<file path="config.mk">
export PLATFORM = sky130hd
export DESIGN_NAME = kli_div
export DESIGN_NICKNAME = d
export VERILOG_FILES = /design/src/rtl/kli_pkg.sv /design/src/rtl/kli_div.sv
export SDC_FILE = /design/constraint.sdc
export NUM_CORES = 1
export LEC_CHECK = 0
export BUFFER_PORTS_ARGS = -buffer_cell sky130_fd_sc_hd__buf_4
export CAP_MARGIN = 25
export CORE_ASPECT_RATIO = 1.1
export CORE_UTILIZATION = 40
export DETAILED_ROUTE_END_ITERATION = 8
export GPL_TIMING_DRIVEN = 1
export REMOVE_ABC_BUFFERS = 1
export SLEW_MARGIN = 20
export SYNTH_ARGS = -nofsm -noshare
export SYNTH_HDL_FRONTEND = slang
export SYNTH_SLANG_ARGS = --single-unit
</file>
<file path="constraint.sdc">
create_clock -name clk -period 3.6 [get_ports clk]
set_clock_uncertainty 0.1 [all_clocks]
set_input_delay 0.36 -clock clk [delete_from_list [all_inputs] [get_ports clk]]
set_output_delay 0.36 -clock clk [all_outputs]
set_load 0.005 [all_outputs]
</file>
<file path="src/rtl/kli_pkg.sv">
// Shared constants and types for the keyframe linear interpolator.
// Used by the top level and by the fraction divider; depends on nothing.
`default_nettype none

package kli_pkg;

  localparam int KEY_MAX_DEF = 64;
  localparam int TIME_W      = 32;
  localparam int VAL_W       = 32;
  localparam int FRAC_W      = 16;
  localparam int IDX_W       = 6;
  localparam int CNT_W       = 7;
  localparam int NUM_COMP    = 3;
  localparam int DIV_CW      = $clog2(FRAC_W + 1);

  localparam logic OP_WRITE = 1'b0;
  localparam logic OP_QUERY = 1'b1;

  typedef struct packed {
    logic              start;
    logic [TIME_W-1:0] rem;
    logic [TIME_W-1:0] den;
  } kli_div_req_t;

  typedef struct packed {
    logic              done;
    logic [FRAC_W-1:0] quo;
  } kli_div_rsp_t;

endpackage

`default_nettype wire

</file>
<file path="src/rtl/kli_div.sv">
// Restoring divider that forms the Q0.16 segment fraction, one quotient bit per cycle.
// Depends on kli_pkg for widths and the request and response structs.
`default_nettype none

module kli_div
  import kli_pkg::*;
(
  input  wire logic         clk,
  input  wire logic         rst_n,
  input  wire kli_div_req_t req,
  output kli_div_rsp_t      rsp
);

  logic              active_r;
  logic              done_r;
  logic [DIV_CW-1:0] cnt_r;
  logic [TIME_W-1:0] rem_r;
  logic [TIME_W-1:0] den_r;
  logic [FRAC_W-1:0] quo_r;

  logic [TIME_W:0]   rem_sh;
  logic              ge;
  logic [TIME_W-1:0] rem_step;

  // The remainder always stays below the divisor, so the shifted value fits in 33 bits.
  always_comb begin
    rem_sh   = {rem_r, 1'b0};
    ge       = (rem_sh >= {1'b0, den_r});
    rem_step = ge ? TIME_W'(rem_sh - {1'b0, den_r}) : rem_sh[TIME_W-1:0];
  end

  always_ff @(posedge clk) begin
    if (!rst_n) begin
      active_r <= 1'b0;
      done_r   <= 1'b0;
      cnt_r    <= '0;
    end else begin
      done_r <= 1'b0;
      if (req.start) begin
        active_r <= 1'b1;
        cnt_r    <= '0;
      end else if (active_r) begin
        cnt_r <= cnt_r + DIV_CW'(1);
        if (cnt_r == DIV_CW'(FRAC_W - 1)) begin
          active_r <= 1'b0;
          done_r   <= 1'b1;
        end
      end
    end
  end

  always_ff @(posedge clk) begin
    if (req.start) begin
      rem_r <= req.rem;
      den_r <= req.den;
    end else if (active_r) begin
      rem_r <= rem_step;
      quo_r <= {quo_r[FRAC_W-2:0], ge};
    end
  end

  assign rsp.done = done_r;
  assign rsp.quo  = quo_r;

endmodule

`default_nettype wire

</file>
# == Yosys cells after proc, flatten, opt, wreduce, memory -nomap -nowiden ==
# Index checks and enable logic that the tools add are counted.
# word_totals
in_bits,67
register_bits,87
out_inout_bits,17
word_cells,24
# op_classes
bitwise_logic,3
order_cmp,1
eq_ne,1
addsub,2
reduce_logical,4
muxes,7
# ops
cell,n
2-to-1 mux 32 bit,3
>= comparator 33 x 32 -> 1 bit,1
subtractor 32 bit,1
adder 5 x 1 -> 5 bit (second input constant),1
== test 5 x 4 -> 1 bit (second input constant),1
2-to-1 mux 1 bit,4
inverter 1 bit,3
OR reduction 3 bit,1
AND reduction 2 bit,1
nonzero test 2 bit,1
OR reduction 2 bit,1

# == Depth between registers and ports, before layout ==
# depth
word_depth,4
depth_mapped,13
depth_no_buf,11

# == Worst setup path after synthesis ==
# No wires, ideal clock.
# synth_timing
kind,register to register
startpoint,reg rem_r[8]
endpoint,"reg rem_r[30], data pin"
required_ps,3365
period_less_slack_ps,2902
path_slack_ps,698
t_arrival_ps,2667
setup_ps,135
path_buffers,1
path_stages_with_launch,11
path_cell_list,edfxtp_1 ha_1 buf_6 a21oi_4 o21ai_2 a311oi_4 nor2_2 or4_4 and3_1 or4b_1 nand3_1
# synth_via
elab_chain_len,4
word_cells_on_any_way,5
cone_classes,add/sub: 1; order compare: 1; mux: 3
# synth_rtl
item,line,text
start: declaration,kli_div.sv:17,logic [TIME_W-1:0] rem_r;
start signal: assignment,kli_div.sv:54,rem_r <= req.rem;
start signal: assignment,kli_div.sv:57,rem_r <= rem_step;
subtractor 32 bit / >= comparator 33 x 32 -> 1 bit (equally long branches),"kli_div.sv:29, kli_div.sv:28",
2-to-1 mux 32 bit *,kli_div.sv:29,"rem_step = ge ? TIME_W'(rem_sh - {1'b0, den_r}) : rem_sh[TIME_W-1:0];"
2-to-1 mux 32 bit *,kli_div.sv:56,end else if (active_r) begin
2-to-1 mux 32 bit *,kli_div.sv:53,if (req.start) begin
# Mark *: on every way between the ends. The rest lies on a longest branch, timed or not. The select of a mux whose other input is x is not followed.
# A chain may end at the register's enable or synchronous reset.

# == Final worst setup path ==
# layout_timing
startpoint,reg rem_r[2]
endpoint,"reg rem_r[4], data pin"
# Same word-level chain as after synthesis.

==> results.tsv <==
stage	metric	value	unit
clock_network	cts_tree	done	
logic_synthesis	syn_inst	502	
clock_network	clk_pin_slew	60	ps
worst_setup_path	worst_ep_arrival_time	3240	ps
grt	grtUsageTotal	17.8	%
status	outcome	finished with violations	
clock_network	clock-sinks	87	
logic_synthesis	ys_warn_count	0	
clock_network	cts_root_buf	clkbuf_16	
final_layout	fill_cells	1195	
grt	antenna_found_initial	0	
sta	setup_violations	0	
drt	avgRoutedWirePerCell	15.4	um
final_layout	diodes	0	
clock_network	cts.repair.resized	0	
grt	grt_max_degree	62	
placement	port_buffers	83	
clock_network	clock_latency	350	ps
logic_synthesis	synth-seq-cells	87	
min_path	min_path_type	input port to register	
sta	maxSlewHeadroom	43.9	%
logic_synthesis	ys_async_sr_fraction	0	%
clock_network	cts_hold_buf	0	
clock_network	postCtsSetupBuffers	0	
job	cap_viol_max_count	0	
floorplan	fp.dieH	122	um
sta	rsz0062_at_grt	no	
placement	routabilityCongestion	0.853	
power	ir_worst_vdd	0.000269	V
floorplan	dieArea	0.0136	mm2
logic_synthesis	synth_area_leader_cell	edfxtp_1	
power	power.leakage	2.81	nW
worst_setup_path	slowest_delay	410	ps
sta	max_freq	305	MHz
floorplan	fp.dieW	111	um
power	p_per_area	666	mW/mm2
sta	finalHoldViolCount	0	
logic_synthesis	syn_area_per_cell	10.5	um2
final_layout	drive_gt1_share	20.0	%
drt	drtIter0Drc	194	
logic_synthesis	yosys.area.top_type_share	45.7	%
drt	vias	4021	
logic_synthesis	ys.flop_type	edfxtp_1	
sta	finalCritPeriodShare	91.1	%
drt	wirelength	11500	um
final_layout	mostFrequentLayoutCells	buf_4 (88), edfxtp_1 (80), nand2_1 (44)	
final_layout	final_cells	746	
floorplan	pin_count	84	
worst_setup_path	critPathSlowestCell	ha_1	
worst_setup_path	cp-end-kind	register	
sta	final_max_slew_viol_count	0	
grt	grt_pass1_vias	4004	
clock_network	cts.path.max_buffers	2	
grt	overflow	0	
worst_setup_path	path_cells	ha_1 > nand3_1 > o21bai_1 > a211oi_2 > o311ai_2 > a31o_1 > a21o_1 > inv_2 > buf_12 > mux2i_1 > o21ai_0	
drt	post_drt_via_cell_ratio	5.39	
logic_synthesis	synth_area_leaders	edfxtp_1 (46%), ha_1 (8.1%), mux2i_1 (3.2%), a21oi_1 (3.1%), nand2_1 (3.1%)	
drt	ant_nets	0	
floorplan	core	0.0127	mm2
final_layout	final_nets	686	
drt	firstDrtPassIters	6	
grt	grt_pass1_wl	18800	um
placement	dpl.cell_count	730	
logic_synthesis	synth_edf_count	80	
worst_setup_path	start_kind	register	
drt	post-route-drc-count	10	
logic_synthesis	syn-cell-area	0.00526	mm2
floorplan	start_util	41.4	%
logic_synthesis	ys_seq_area_share	48.3	%
sta	tightest_slew	841	ps
worst_setup_path	cp.required	3560	ps
placement	hpwl	8380	um
clock_network	ctsHtreeMaxLevel	3	
sta	tns	0	ps
worst_setup_path	crit_type	register to register	
clock_network	cts_buffers	9	
final_layout	final_common_cell	buf_4	
final_layout	areaGrowthSynthToFinish	21.6	%
sta	fin_crit	3280	ps
worst_setup_path	path_max_fanout	13	
status	violations	design-rule violations	
floorplan	rows	43	
logic_synthesis	netlist-cell-type-count	64	
power by group:
group,internal (mW),total (mW),switching [mW]
registers,1.31,1.40,0.0826
clock network,0.703,1.10,0.399
logic,0.777,1.76,0.985
total,2.79,4.26,1.47
registers in the layout (all words and copies together), names as in the netlist:
register  count
done_r        1
den_r        32
active_r      1
rem_r        32
quo_r        16
cnt_r         5
synth_stat cells (all sizes together), types with 2 or more instances:
cell type and count:
or3b 3, a2111oi 3, nand3 19, mux2i 17, a21oi 35, a211oi 5
nand2b 5, a31oi 7, a21o 19, clkbuf 11, o21ai 31, edfxtp 80
ha 34, o21a 4, o21bai 5, nand2 44, buf 7, nor2 25
and3 11, dfxtp 7, o211ai 3, a2bb2oi 5, a21boi 4, or2 2
nand4 6, o31ai 4, xnor2 10, nor3 9, and4 3, inv 44
or4 2, xor2 11, nor2b 7
final cells by class:
class                           instances  area (um2)  share of cell area (%)
Sequential cell                        87        2540                    39.7
Multi-Input combinational cell        353        2460                    38.4
Timing Repair Buffer                   89         681                    10.6
Clock buffer                           10         239                    3.74
Tap cell                              157         196                    3.07
Inverter                               44         165                    2.58
Clock inverter                          6         115                    1.80
per-stage QoR:
step | hold WS (ps) | setup slack (ps) | instance area (um2) | power, mW | util, %
final | 84.7 | 320 | 6400 | 4.26 | 50.4
after global routing | 66.9 | 138 | 6400 | 4.54 | 50.4
after CTS | 66.8 | 338 | 6400 | 4.30 | 50.4
after detailed placement | 341 | 399 | 6040 | 3.17 | 47.6
after global placement | 334 | 441 | 6040 | 3.14 | 47.6
after floorplan | 352 | 381 | 5170 | 2.70 | -
cells by family (layout without fill, tap and decap cells):
family | after synthesis | after routing | share of synthesized area (%)
DFF | 87 | 87 | 48.3
buffers and inverters | 62 | 149 | 4.92
xor gates and xnor gates | 21 | 21 | 3.50
and+or+nand+nor | 141 | 141 | 13.5
adders and majority gates | 35 | 35 | 8.47
muxes | 18 | 18 | 3.45
AOI/OAI and AO/OA | 138 | 138 | 17.8
final timing paths:
| path | cells past startpoint | startpoint | end | slack, ps |
|---|---|---|---|---|
| max | 11 | rem_r[2]$_DFFE_PP_ | rem_r[4]$_DFFE_PP_ | 320 |
| min reg2reg | 0 | quo_r[8]$_DFFE_PP_ | quo_r[9]$_DFFE_PP_ | 360 |
| min | 1 | req[4] | den_r[4]$_DFFE_PP_ | 80 |
| max reg2reg | 11 | rem_r[2]$_DFFE_PP_ | rem_r[4]$_DFFE_PP_ | 320 |
routing by layer:
metal | GRT usage (%) | share of wire [%] | up-vias | routed length [um]
met5 | 0 | 0 | - | 0
met4 | 7.01 | 1.6 | 0 | 186
met3 | 4.44 | 4.0 | 12 | 459
met2 | 30.0 | 49 | 84 | 5600
met1 | 21.9 | 46 | 1912 | 5250
li1 | - | - | 2013 | -
critical path, delay by kind of cell, from the launching register on:
family,cells,cell delay (ps)
DFF,1,390
AOI/OAI and AO/OA,6,1310
buffers and inverters,2,460
and+or+nand+nor,1,130
muxes,1,180
adders and majority gates,1,410
Note: power is estimated with default switching activity, not from simulation.
